===== src/rtl/core/set_assoc_lru_cache_tags_defines.svh =====
// Assertion macros for the cache tag store
`ifndef SET_ASSOC_LRU_CACHE_TAGS_DEFINES_SVH
`define SET_ASSOC_LRU_CACHE_TAGS_DEFINES_SVH
`ifndef NO_ASSERTIONS
`define SALC_ASSERT(label, clk, rst, prop) \
  label: assert property (@(posedge clk) disable iff (rst) prop) \
    else $error("assertion failed");
`define SALC_ASSERT_NR(label, clk, prop) \
  label: assert property (@(posedge clk) prop) else $error("assertion failed");
`else
`define SALC_ASSERT(label, clk, rst, prop)
`define SALC_ASSERT_NR(label, clk, prop)
`endif
`endif


===== src/rtl/core/salc_pkg.sv =====
// Shared types and constants for the cache tag store
package salc_pkg;
  localparam int DEF_MAX_SET_BITS = 8;
  localparam int DEF_MAX_WAYS = 8;
  localparam int DEF_ADDR_BITS = 32;
  localparam int CNT_BITS = 32;

  localparam logic [1:0] REG_SET_BITS = 2'd0;
  localparam logic [1:0] REG_WAYS = 2'd1;
  localparam logic [1:0] REG_BLOCK_BITS = 2'd2;

  localparam logic [1:0] OP_LOAD = 2'd0;
  localparam logic [1:0] OP_STORE = 2'd1;
  localparam logic [1:0] OP_MODIFY = 2'd2;

  typedef enum logic [1:0] {
    BK_CLEAR,
    BK_IDLE,
    BK_READ,
    BK_WRITE
  } bk_state_t;

  typedef struct packed {
    logic hit;
    logic miss;
    logic evicted;
    logic [CNT_BITS-1:0] hit_total;
    logic [CNT_BITS-1:0] miss_total;
    logic [CNT_BITS-1:0] evict_total;
  } result_t;

  function automatic logic [CNT_BITS-1:0] sat_inc(input logic [CNT_BITS-1:0] v);
    sat_inc = (v == '1) ? v : v + 1'b1;
  endfunction
endpackage


===== src/rtl/core/salc_front.sv =====
// Front end: splits addresses into set index and tag, queues classified accesses
module salc_front #(
  parameter int MAX_SET_BITS = salc_pkg::DEF_MAX_SET_BITS,
  parameter int ADDR_BITS = salc_pkg::DEF_ADDR_BITS,
  parameter int SET_W = (MAX_SET_BITS > 0) ? MAX_SET_BITS : 1
) (
  input  logic clk,
  input  logic rst,
  input  logic [3:0] set_bits,
  input  logic [4:0] block_bits,
  input  logic in_valid,
  output logic in_ready,
  input  logic [1:0] in_op,
  input  logic [ADDR_BITS-1:0] in_addr,
  output logic q_valid,
  input  logic q_ready,
  output logic q_modify,
  output logic [SET_W-1:0] q_set,
  output logic [ADDR_BITS-1:0] q_tag
);
  import salc_pkg::*;
  localparam int SB_W = $clog2(ADDR_BITS + 1);
  localparam int ENT_W = 1 + SET_W + ADDR_BITS;

  logic [SB_W-1:0] s_eff, b_eff, sb;
  logic [ADDR_BITS-1:0] shifted, idx_mask, tag_mask;
  logic [SET_W-1:0] set_idx;
  logic [ENT_W-1:0] ent [2];
  logic [1:0] count;
  logic wr_ptr, rd_ptr;
  logic push, pop;

  always_comb begin
    s_eff = (SB_W'(set_bits) > SB_W'(MAX_SET_BITS)) ? SB_W'(MAX_SET_BITS) : SB_W'(set_bits);
    if (s_eff > SB_W'(ADDR_BITS)) s_eff = SB_W'(ADDR_BITS);
    b_eff = (SB_W'(block_bits) > SB_W'(ADDR_BITS) - s_eff) ?
            SB_W'(ADDR_BITS) - s_eff : SB_W'(block_bits);
    sb = s_eff + b_eff;
    shifted = in_addr >> b_eff;
    idx_mask = ~({ADDR_BITS{1'b1}} << s_eff);
    if (s_eff == SB_W'(ADDR_BITS)) idx_mask = '1;
    tag_mask = {ADDR_BITS{1'b1}} << sb;
    if (sb == SB_W'(ADDR_BITS)) tag_mask = '0;
    set_idx = SET_W'(shifted & idx_mask);
    if (MAX_SET_BITS == 0) set_idx = '0;
  end

  assign in_ready = (count != 2'd2);
  assign push = in_valid && in_ready;
  assign q_valid = (count != 2'd0);
  assign pop = q_valid && q_ready;
  assign {q_modify, q_set, q_tag} = ent[rd_ptr];

  always_ff @(posedge clk) begin
    if (push) ent[wr_ptr] <= {in_op == OP_MODIFY, set_idx, in_addr & tag_mask};
    if (rst) begin
      count <= '0;
      wr_ptr <= 1'b0;
      rd_ptr <= 1'b0;
    end else begin
      if (push) wr_ptr <= ~wr_ptr;
      if (pop) rd_ptr <= ~rd_ptr;
      count <= count + 2'(push) - 2'(pop);
    end
  end
endmodule


===== config.mk =====
export PLATFORM = sky130hd
export DESIGN_NAME = salc_front
export DESIGN_NICKNAME = d
export VERILOG_FILES = /design/src/rtl/core/set_assoc_lru_cache_tags_defines.svh /design/src/rtl/core/salc_pkg.sv /design/src/rtl/core/salc_front.sv
export SDC_FILE = /design/constraint.sdc
export NUM_CORES = 1
export LEC_CHECK = 0
export ABC_AREA = 1
export BUFFER_PORTS_ARGS = -buffer_cell sky130_fd_sc_hd__buf_2
export CAP_MARGIN = 20
export CORE_UTILIZATION = 44
export CTS_CLUSTER_SIZE = 30
export DETAILED_ROUTE_END_ITERATION = 8
export GPL_ROUTABILITY_DRIVEN = 0
export PLACE_DENSITY = 0.68
export SLEW_MARGIN = 20
export SYNTH_ARGS = -nofsm -noshare
export SYNTH_HDL_FRONTEND = slang
export SYNTH_SLANG_ARGS = --single-unit

===== constraint.sdc =====
create_clock -name clk -period 12 [get_ports clk]
set_input_delay 0.6 -clock clk [delete_from_list [all_inputs] [get_ports clk]]
set_output_delay 0.6 -clock clk [all_outputs]
set_load 0.02 [all_outputs]

## Word-level counts from Yosys, hierarchy flattened

Memories as Yosys holds them, arrays and structs flattened. A register that Yosys moved wholly into a read port is not among the register bits.
Index checks and enable logic that the tools add are counted.

- Flip-flop bits (word level): 4
- Bits in latches: 0
- Bits in writable memories: 82
- Memory bits (read-only): 0
- Logic and storage cells: 35
- Memories: 1

Memory list:

| name | words | width | read ports | clocked after Yosys merged registers in | write ports | RTL line | source |
|---|---|---|---|---|---|---|---|
| ent | 2 | 41 | 1 | 1 | 1 | salc_front.sv:28 | `logic [ENT_W-1:0] ent [2];` |

- Add/subtract/negate cells: 4
- $mul: 0
- Div/mod/pow operators: 0
- $lt $le $gt $ge: 3
- Eq/ne operators: 4
- Shift-type cells: 3
- Muxes and demuxes: 9
- Bitwise operators: 5
- Reductions and logical operators: 3

Operator list:

| cell | number |
|---|---|
| $and 32x32->32 | 1 |
| $mux 32 | 1 |
| $shl 32x6->32 const A | 1 |
| $shl 32x6->8 const A | 1 |
| $shr 32x6->8 | 1 |
| $eq 6x6->1 const B | 2 |
| $mux 6 | 2 |
| $and 8x8->8 | 1 |
| $mux 8 | 1 |
| $not 8->8 | 1 |
| $add 6x6->6 | 1 |
| $gt 4x6->1 const B | 1 |
| $gt 5x6->1 | 1 |
| $sub 6x6->6 const A | 1 |
| $gt 4x4->1 const B | 1 |
| $mux 1 | 4 |
| $mux 4 | 1 |
| $add 2x1->2 | 1 |
| $eq 2x2->1 const B | 1 |
| $logic_and 1x1->1 | 2 |
| $ne 2x2->1 const B | 1 |
| $not 1->1 | 2 |
| $reduce_bool 2->1 | 1 |
| $sub 2x1->2 | 1 |

## Logic depth before layout (Yosys ltp)

Gate-level depths: netlist of the first run.

- Word-level depth: 11
- Mapped depth: 27
- Depth with buffers taken out: 25

## Worst setup path before layout of the first run

No wires, ideal clock.

- Path kind: input port to flip-flop
- From: in set_bits[0]
- To: mem ent[0][17] (netlist name) (data pin)
- Data arrival time: 4.406 ns
- Required time: 11.855 ns
- Path slack: 7.449 ns
- Stages: 25
- Path buffers: 2
- Cells stage by stage: inv_1 nor2_1 inv_1 ha_1 ha_1 inv_1 ha_1 nand3_1 nor2_1 nor2_8 nand2_8 o21ai_2 buf_2 buf_4 ha_1 nand3_1 and2_1 or2_1 nand2_2 inv_2 nor2_1 inv_1 nor2_1 nand2_1 a21oi_4

- Longest elaborated chain between the ends: 11
- Elaborated cells between the ends (all ways): 12

Ends and longest elaborated chain:

| element | RTL line | source |
|---|---|---|
| start, declared | salc_front.sv:9 | `input logic [3:0] set_bits,` |
| $gt 4x4->1 | salc_front.sv:34 | `s_eff = (SB_W'(set_bits) > SB_W'(MAX_SET_BITS)) ? SB_W'(MAX_SET_BITS) : SB_W'(set_bits);` |
| $mux 4 * | salc_front.sv:34 |  |
| $gt 4x6->1 | salc_front.sv:35 | `if (s_eff > SB_W'(ADDR_BITS)) s_eff = SB_W'(ADDR_BITS);` |
| $mux 6 * | salc_front.sv:35 |  |
| $sub 6x6->6 | salc_front.sv:36, salc_front.sv:37 |  |
| $gt 5x6->1 | salc_front.sv:36 | `b_eff = (SB_W'(block_bits) > SB_W'(ADDR_BITS) - s_eff) ?` |
| $mux 6 | salc_front.sv:36 |  |
| $add 6x6->6 * | salc_front.sv:38 | `sb = s_eff + b_eff;` |
| $shl 32x6->32 / $eq 6x6->1 (equally long branches) | salc_front.sv:42, salc_front.sv:43 |  |
| $mux 32 * | salc_front.sv:43 | `if (sb == SB_W'(ADDR_BITS)) tag_mask = '0;` |
| $and 32x32->32 * | salc_front.sv:55 | `if (push) ent[wr_ptr] <= {in_op == OP_MODIFY, set_idx, in_addr & tag_mask};` |
| end, declared | salc_front.sv:28 |  |

Mark *: on every way between the ends. The rest lies on a longest branch, timed or not.

## Worst setup path in the final report of the first run

- From: in set_bits[3]
- To: mem ent[1][4] (netlist name) (data pin)

The elaborated chain is that of the path after synthesis.

==> results of run 1 <==
synth_stat cells, types with 3 or more instances:
| master | instances | share of area |
|---|---|---|
| or2_2 | 3 | 0.0032 |
| nand2_1 | 176 | 0.11 |
| nor3_4 | 9 | 0.025 |
| a21oi_1 | 18 | 0.015 |
| buf_2 | 16 | 0.013 |
| mux2_2 | 41 | 0.078 |
| nor3_1 | 4 | 0.0034 |
| o21ai_0 | 4 | 0.0034 |
| o21ai_2 | 3 | 0.0044 |
| inv_1 | 77 | 0.049 |
| dfxtp_1 | 5 | 0.017 |
| nor2_1 | 31 | 0.020 |
| nand2_2 | 4 | 0.0042 |
| clkbuf_1 | 6 | 0.0038 |
| nor2_2 | 7 | 0.0074 |
| ha_1 | 15 | 0.032 |
| buf_1 | 4 | 0.0025 |
| edfxtp_1 | 82 | 0.42 |
| inv_2 | 3 | 0.0019 |
| nand3_1 | 151 | 0.13 |
| nand2_4 | 3 | 0.0057 |
| a21oi_4 | 5 | 0.014 |
worst reg2reg max path, delay by kind of cell (launching register included):
kind                       cells  cell delay (ns)
adders and majority gates      2             0.51
and+or+nand+nor                4             0.44
DFF                            1             0.34
xor gates and xnor gates       1             0.18
buffers and inverters          2             0.09
how the worst min path moves through the flow:
stage | from | to | cells after the start
2_1_floorplan | rd_ptr | flip-flop | 2
3_3_place_gp | rd_ptr | flip-flop | 2
3_5_place_dp | rd_ptr | flip-flop | 2
4_1_cts | rst | flip-flop | 2
5_1_grt | rst | rd_ptr | 2
6_report | rst | flip-flop | 2
logic make-up (layout without fill, tap and decap cells):
kind of cell / Yosys count / after routing / share of synthesized area
AND/OR/NAND/NOR: 399 / 399 / 0.326
buffers and inverters: 112 / 190 / 0.0812
flip-flops: 87 / 87 / 0.432
multiplexers: 41 / 41 / 0.0778
AO/OA/AOI/OAI: 36 / 36 / 0.0464
adder cells (fa/ha/maj): 16 / 16 / 0.0350
XOR/XNOR: 1 / 1 / 0.00148
stage by stage:
step	hold WS, ns	setup WS (ns)	cell area [um^2]
detailed placement	0.480	6.31	6480
CTS	0.469	6.64	6740
global route	0.480	6.17	6740
finish	0.475	6.60	6740
floorplan	0.454	7.45	5930
global placement	0.460	6.49	6480
power breakdown:
part,internal (mW),switching (mW),total [mW]
Clock,0.140,0.112,0.252
Combinational,0.176,0.334,0.510
Sequential,0.408,0.0286,0.436
Total,0.723,0.475,1.20
metal layers:
metal	up-vias	track usage	wire length (um)
li1	2476	-	-
met1	2293	0.292	6490
met2	270	0.364	6880
met3	44	0.0412	1210
met4	0	0.106	521
met5	-	0	0
area by class of cell:
type / count / area (um^2)
fillers: 1236 / 6450
repair buffers: 92 / 468
clock inverters: 4 / 25.0
well taps: 176 / 220
multi-input cells: 493 / 2900
inverters: 82 / 323
clock buffers: 12 / 236
flip-flops and latches: 87 / 2560
state kept, by name (all words and copies together) (netlist names), named ones only:
| signal | flops |
|---|---|
| ent | 82 |
| count | 2 |
| rd_ptr | 1 |
| wr_ptr | 1 |
==> results.txt, run 1 <==
CP startpoint -> set_bits[3]
FMAX -> 185 MHz
synthesized cell area -> 5930 um^2
DR vias/cell -> 5.37
most common cell after layout, fill and taps aside -> nand2_1
worst reg2reg setup slack -> 10.34 ns
DP Wirelength -> 11.2 mm
Layout Nets -> 828
Reg2Reg Depth -> 9
Worst-Skew Late Latency -> 0.34 ns
library cells used by synthesis -> 41
CP Depth -> 21
main flop type after synthesis -> edfxtp_1
Worst slew margin -> 0.306
Syn-to-layout area delta -> 13.6%
WP data arrival -> 5.52 ns
Core Box Area -> 13,200 um^2
largest net degree at the start of global routing -> 43
Final Hold Vio Count -> 0
post-route insts no fill -> 946
Rows -> 42
Die ar. -> 14,000 um^2
TritonRoute pass-1 iters -> 6
Max IR drop VDD -> 0.0698 mV
nature of the critical path endpoint -> flip-flop
Tmin final -> 5.40 ns
crit path to -> ent[1][4]
initial DRC count -> 561
CP bufs+invs -> 4
Core Util, Final -> 0.511
status -> finished, final reports clean
worst reg2reg path endpoint -> count[1]
Mapped Nets -> 755
CP max stage cell -> o21ai_2
Vias -> 5,083
WP data required -> 12.12 ns
Top Ports -> 90
global-route wire length before repair -> 24.5 mm
RSZ-0062 raised after global routing -> no
clock-pin transition on the worst setup and hold timing paths -> 0.06 ns
Post-CTS Setup Bufs -> 0
post-synthesis sequential area ratio -> 0.432
max cap viols -> 0
# diodes -> 0
CP dominant cell by count -> ha_1
Mapped Avg Cell Area -> 8.57 um^2
Die Y -> 118 um
Syn Inst Count -> 692
Synth Register Bits -> 87
gr ovfl total -> 0
GRT Util Overall -> 0.225
CTS tree -> yes
commonest non-fill, non-tap cells in the layout -> nand2_1, nand3_1, buf_2, edfxtp_1, inv_1
Cell Pwr Density -> 178 nW/um^2
final wirelength -> 15.1 mm
clock sink count -> 87
antenna violations before repair -> 0
H-tree depth -> 3
hold-fix buffers at CTS -> 0
placed insts -> 930
die width -> 118 um
EDFF count, synth -> 82
fin. max-slew vios -> 0
IO Port Bufs -> 89
critical path class -> in -> reg
setup TNS -> 0 ns
CTS Buf Count -> 9
clk root buf -> clkbuf_16
Top Family by Delay on Critical Path -> simple AND/OR/NAND/NOR gates
cts repair resizes -> 0
reg2reg start -> count[0]
crit path cell chain -> buf_2 -> nor2_1 -> inv_1 -> ha_1 -> ha_1 -> inv_1 -> ha_1 -> inv_1 -> nor2_1 -> nand2_1 -> nand3_2 -> nand2_8 -> o21ai_2 -> ha_1 -> a21oi_1 -> and2_1 -> or2_1 -> nand2_1 -> nand2_1 -> nand2_4 -> nor4_1
share of cells above drive strength 1 -> 0.255
Tightest Pin Transition -> 1.04 ns
peak fanout along the critical path -> 21
routed length per placed instance -> 15.9 um
leak pwr -> 3.05 nW
slowest stage delay, CP -> 0.75 ns
antenna-violating nets left -> 0
Setup crit start kind -> primary input
vias in the first global route -> 4,940
Post-synth ARST share -> 0
overall power -> 1.20 mW
Initial Util -> 0.450
Synth warnings -> 0
clock buffer depth -> 2
final setup fails -> 0
final worst clock skew -> 0.00660 ns
Hold Crit Class -> in -> reg
Final period util -> 0.450
# DRC -> 0
(Power assumes the default switching activity.)
==> run 2, diff against run 1 <==
==> constraint.sdc (replaced) <==
create_clock -name clk -period 5.55 [get_ports clk]
set_input_delay 0.2775 -clock clk [delete_from_list [all_inputs] [get_ports clk]]
set_output_delay 0.2775 -clock clk [all_outputs]
set_load 0.02 [all_outputs]
==> results.txt, run 2 (synthesized netlist as in run 1, its figures left out) <==
share of cells above drive strength 1 -> 0.259
Setup crit start kind -> primary input
final setup fails -> 0
IO Port Bufs -> 89
Die ar. -> 14,000 um^2
Vias -> 5,175
Hold Crit Class -> in -> reg
fin. max-slew vios -> 0
Syn-to-layout area delta -> 14.4%
biggest regs -> ent: 82 flops, count: 2 flops
Core Util, Final -> 0.515
H-tree depth -> 3
setup TNS -> 0 ns
max FFs per register -> 82
Layout Nets -> 830
antenna violations before repair -> 0
Worst slew margin -> 0.344
Tmin final -> 4.83 ns
Tightest Pin Transition -> 0.984 ns
RSZ-0062 raised after global routing -> no
fillcell total -> 1,228
TritonRoute pass-1 iters -> 6
peak fanout along the critical path -> 11
global-route wire length before repair -> 24.2 mm
WP data required -> 5.64 ns
critical path class -> in -> reg
largest net degree at the start of global routing -> 42
# DRC -> 0
DP Wirelength -> 11.3 mm
initial DRC count -> 577
gr ovfl total -> 0
final worst clock skew -> 0.00478 ns
Top Ports -> 90
antenna-violating nets left -> 0
clock sink count -> 87
Core Box Area -> 13,200 um^2
most common cell after layout, fill and taps aside -> nand2_1
WP data arrival -> 4.91 ns
leak pwr -> 3.08 nW
register with the most flip-flops -> ent
Max IR drop VDD -> 0.162 mV
Die Y -> 118 um
# diodes -> 0
Rows -> 42
final wirelength -> 15.1 mm
CTS tree -> yes
Final period util -> 0.870
vias in the first global route -> 4,898
nature of the critical path endpoint -> flip-flop
Final Hold Vio Count -> 0
Worst-Skew Late Latency -> 0.34 ns
clock-pin transition on the worst setup and hold timing paths -> 0.06 ns
hold-fix buffers at CTS -> 0
Cell Pwr Density -> 390 nW/um^2
Initial Util -> 0.450
Post-CTS Setup Bufs -> 0
FMAX -> 207 MHz
cts repair resizes -> 0
status -> finished, final reports clean
routed length per placed instance -> 15.9 um
die width -> 118 um
commonest non-fill, non-tap cells in the layout -> nand2_1, nand3_1, buf_2, edfxtp_1, inv_1
CTS Buf Count -> 9
clk root buf -> clkbuf_16
clock buffer depth -> 2
GRT Util Overall -> 0.221
max cap viols -> 0
DR vias/cell -> 5.46
## run 2: cell count changes in the layout (fill, tap and decap cells not counted), sizes merged
cell / previous run / this run
buf: 92 / 94
clkbuf: 12 / 9
inv: 81 / 83
bufinv: 0 / 1
## run 2: critical path, stage by stage
cell and delay (ns):
buf_2 0.15, nor2_1 0.36, inv_1 0.15, ha_1 0.25
ha_1 0.28, inv_1 0.06, ha_1 0.29, nand3_1 0.08
nor2_1 0.32, nor2_8 0.07, nand3_1 0.24, nand2_1 0.33
ha_1 0.32, fa_1 0.42, or2_2 0.31, nand2_1 0.16
inv_1 0.16, nor3_1 0.47, nand2_1 0.10, nand2_1 0.07
nor2_1 0.04
## run 2: cell type report
cell class | count | area, um^2 | area share
Sequential cell | 87 | 2560 | 0.378
Clock inverter | 7 | 71.3 | 0.0105
Timing Repair Buffer | 94 | 483 | 0.0711
Clock buffer | 9 | 225 | 0.0332
Inverter | 82 | 323 | 0.0475
Multi-Input combinational cell | 493 | 2900 | 0.428
Tap cell | 176 | 220 | 0.0324
## run 2: worst paths after layout
path	start	to	slack, ns	depth (start not counted)
worst max-delay path	set_bits[3]	ent[1][28]	0.72	21
worst min-delay path	rst	flip-flop	0.15	2
worst max register to register	count[0]	ent[1][1]	3.76	5
worst min register to register	rd_ptr	flip-flop	0.49	2
## run 2: power breakdown
group	leakage [nW]	internal [mW]	switching [mW]
clock	0.140	0.349	0.252
sequential	0.828	0.881	0.0612
combinational	2.11	0.383	0.724
total	3.08	1.61	1.04
## run 2: per-layer routing
layer / vias to the layer above / wire [um] / track usage / share of wire
met5: - / 0 / 0 / 0
met4: 0 / 508 / 0.0970 / 0.034
met3: 49 / 1260 / 0.0407 / 0.083
met2: 266 / 6890 / 0.353 / 0.46
met1: 2381 / 6420 / 0.294 / 0.43
li1: 2479 / - / - / -
## run 2: per-stage QoR
step	hold slack, ns	setup slack, ns	power [mW]	area (um^2)	cells
floorplan	0.347	1.32	1.77	5930	692
global placement	0.461	0.632	2.03	6490	932
detailed placement	0.476	0.455	2.06	6490	932
CTS	0.145	0.798	2.66	6790	948
global route	0.157	0.396	2.79	6790	948
finish	0.154	0.724	2.65	6790	948
==> run 3, diff against run 2 <==
--- a/config.mk
+++ b/config.mk
@@ -8,11 +8,14 @@
 export ABC_AREA = 1
 export BUFFER_PORTS_ARGS = -buffer_cell sky130_fd_sc_hd__buf_2
 export CAP_MARGIN = 20
+export CELL_PAD_IN_SITES_DETAIL_PLACEMENT = 0
+export CELL_PAD_IN_SITES_GLOBAL_PLACEMENT = 1
 export CORE_UTILIZATION = 44
 export CTS_CLUSTER_SIZE = 30
 export DETAILED_ROUTE_END_ITERATION = 8
 export GPL_ROUTABILITY_DRIVEN = 0
-export PLACE_DENSITY = 0.68
+export PLACE_DENSITY = 0.86
+export SKIP_CTS_REPAIR_TIMING = 1
 export SLEW_MARGIN = 20
 export SYNTH_ARGS = -nofsm -noshare
 export SYNTH_HDL_FRONTEND = slang
==> results.txt, run 3 (synthesized netlist as in run 1, its figures left out) <==
Pint -> 1.57 mW
nature of the critical path endpoint -> flip-flop
DP Wirelength -> 11.5 mm
Die Y -> 118 um
routed length per placed instance -> 16.0 um
Tmin final -> 4.66 ns
initial DRC count -> 381
Setup crit start kind -> primary input
clock sink count -> 87
crit path cell chain -> buf_2 -> nor2_1 -> inv_1 -> ha_1 -> ha_1 -> inv_1 -> ha_1 -> nand3_1 -> nor2_1 -> nor2_8 -> nand3_1 -> nand2_1 -> ha_1 -> fa_1 -> or2_2 -> nand2_1 -> inv_1 -> nor3_1 -> nand2_1 -> nand2_1 -> nor2_1
final wirelength -> 15.1 mm
slowest stage delay, CP -> 0.47 ns
clk root buf -> clkbuf_16
Vias -> 5,053
Switching Share -> 0.397
Worst slew margin -> 0.344
Top Ports -> 90
largest net degree at the start of global routing -> 43
max FFs per register -> 82
DR vias/cell -> 5.32
CP bufs+invs -> 4
CTS Buf Count -> 9
most common cell after layout, fill and taps aside -> nand2_1
IO Port Bufs -> 89
WP data required -> 5.64 ns
Max IR drop VDD -> 0.164 mV
FMAX -> 215 MHz
# DRC -> 0
final setup fails -> 0
overall power -> 2.61 mW
placed insts -> 933
Worst-Skew Late Latency -> 0.34 ns
share of cells above drive strength 1 -> 0.259
TritonRoute pass-1 iters -> 6
biggest regs -> ent: 82 flops, count: 2 flops
Rows -> 42
combinational group share of total power -> 0.427
register with the most flip-flops -> ent
antenna violations before repair -> 0
register area -> 2560 um^2
Hold Startpoint -> rst
Initial Util -> 0.450
max cap viols -> 0
CTS tree -> yes
multi-input logic area -> 2900 um^2
clock buffer depth -> 2
worst reg2reg path endpoint -> ent[0][15]
Final period util -> 0.839
H-tree depth -> 3
Layout Nets -> 831
fin. max-slew vios -> 0
die width -> 118 um
CP max stage cell -> nor3_1
number of cells on the worst hold path -> 2
fillcell total -> 1,254
Core Box Area -> 13,200 um^2
critical path class -> in -> reg
# diodes -> 0
Final Hold Vio Count -> 0
Die ar. -> 14,000 um^2
global-route wire length before repair -> 24.4 mm
post-route insts no fill -> 949
final worst clock skew -> 0.00801 ns
reg2reg start -> count[0]
vias in the first global route -> 4,810
sequential group share of total power -> 0.361
gr ovfl total -> 0
antenna-violating nets left -> 0
RSZ-0062 raised after global routing -> no
commonest non-fill, non-tap cells in the layout -> nand2_1, nand3_1, buf_2, edfxtp_1, inv_1
worst reg2reg setup slack -> 3.85 ns
status -> finished, final reports clean
Cell Pwr Density -> 385 nW/um^2
Hold Crit Class -> in -> reg
Switch Pwr -> 1.04 mW
leak pwr -> 3.08 nW
clock-pin transition on the worst setup and hold timing paths -> 0.06 ns
Top Family by Delay on Critical Path -> simple AND/OR/NAND/NOR gates
setup TNS -> 0 ns
Reg2Reg Depth -> 5
peak fanout along the critical path -> 11
Tightest Pin Transition -> 0.984 ns
Syn-to-layout area delta -> 14.4%
Clock power frac -> 0.212
WP data arrival -> 4.74 ns
GRT Util Overall -> 0.224
## run 3: area by class of cell
cell class              instances  share of cell area
multi-input cells             493               0.428
flip-flops and latches         87               0.378
repair buffers                 95              0.0741
inverters                      82              0.0476
clock buffers                   9              0.0332
well taps                     176              0.0324
clock inverters                 7             0.00701
## run 3: power by group through the flow
stage,Clock [mW],Sequential (mW),Combinational (mW)
detailed placement,0,0.960,1.11
global placement,0,0.953,1.09
floorplan,0,0.917,0.850
global route,0.590,0.956,1.22
finish,0.554,0.942,1.11
CTS,0.566,0.945,1.12
## run 3: worst reg2reg max path: stages, from the launching register on
cell	delay [ns]
dfxtp_1	0.33
inv_1	0.06
nand2_1	0.09
nand2_1	0.16
nor2_4	0.48
buf_12	0.27
## run 3: worst max path at each step
stage	depth (start not counted)	to	slack [ns]	startpoint
floorplan	25	ent[0][17]	1.32	set_bits[0]
global placement	21	ent[0][30]	0.72	set_bits[3]
detailed placement	21	ent[0][28]	0.62	set_bits[3]
CTS	21	ent[1][28]	0.98	set_bits[3]
global route	21	ent[0][28]	0.55	set_bits[3]
finish	21	ent[0][28]	0.89	set_bits[3]
## run 3: routing by layer
metal / track usage / wire, um
met1: 0.298 / 6660
met2: 0.368 / 7130
met3: 0.0373 / 1060
met4: 0.0801 / 286
met5: 0 / 0
## run 3: metrics by stage
step | cell area, um^2 | util | setup slack [ns] | hold WS (ns)
after floorplan | 5930 | - | 1.32 | 0.347
after global placement | 6490 | 0.492 | 0.718 | 0.460
after detailed placement | 6510 | 0.494 | 0.620 | 0.488
after CTS | 6790 | 0.515 | 0.980 | 0.150
after global routing | 6790 | 0.515 | 0.553 | 0.163
final | 6790 | 0.515 | 0.895 | 0.157
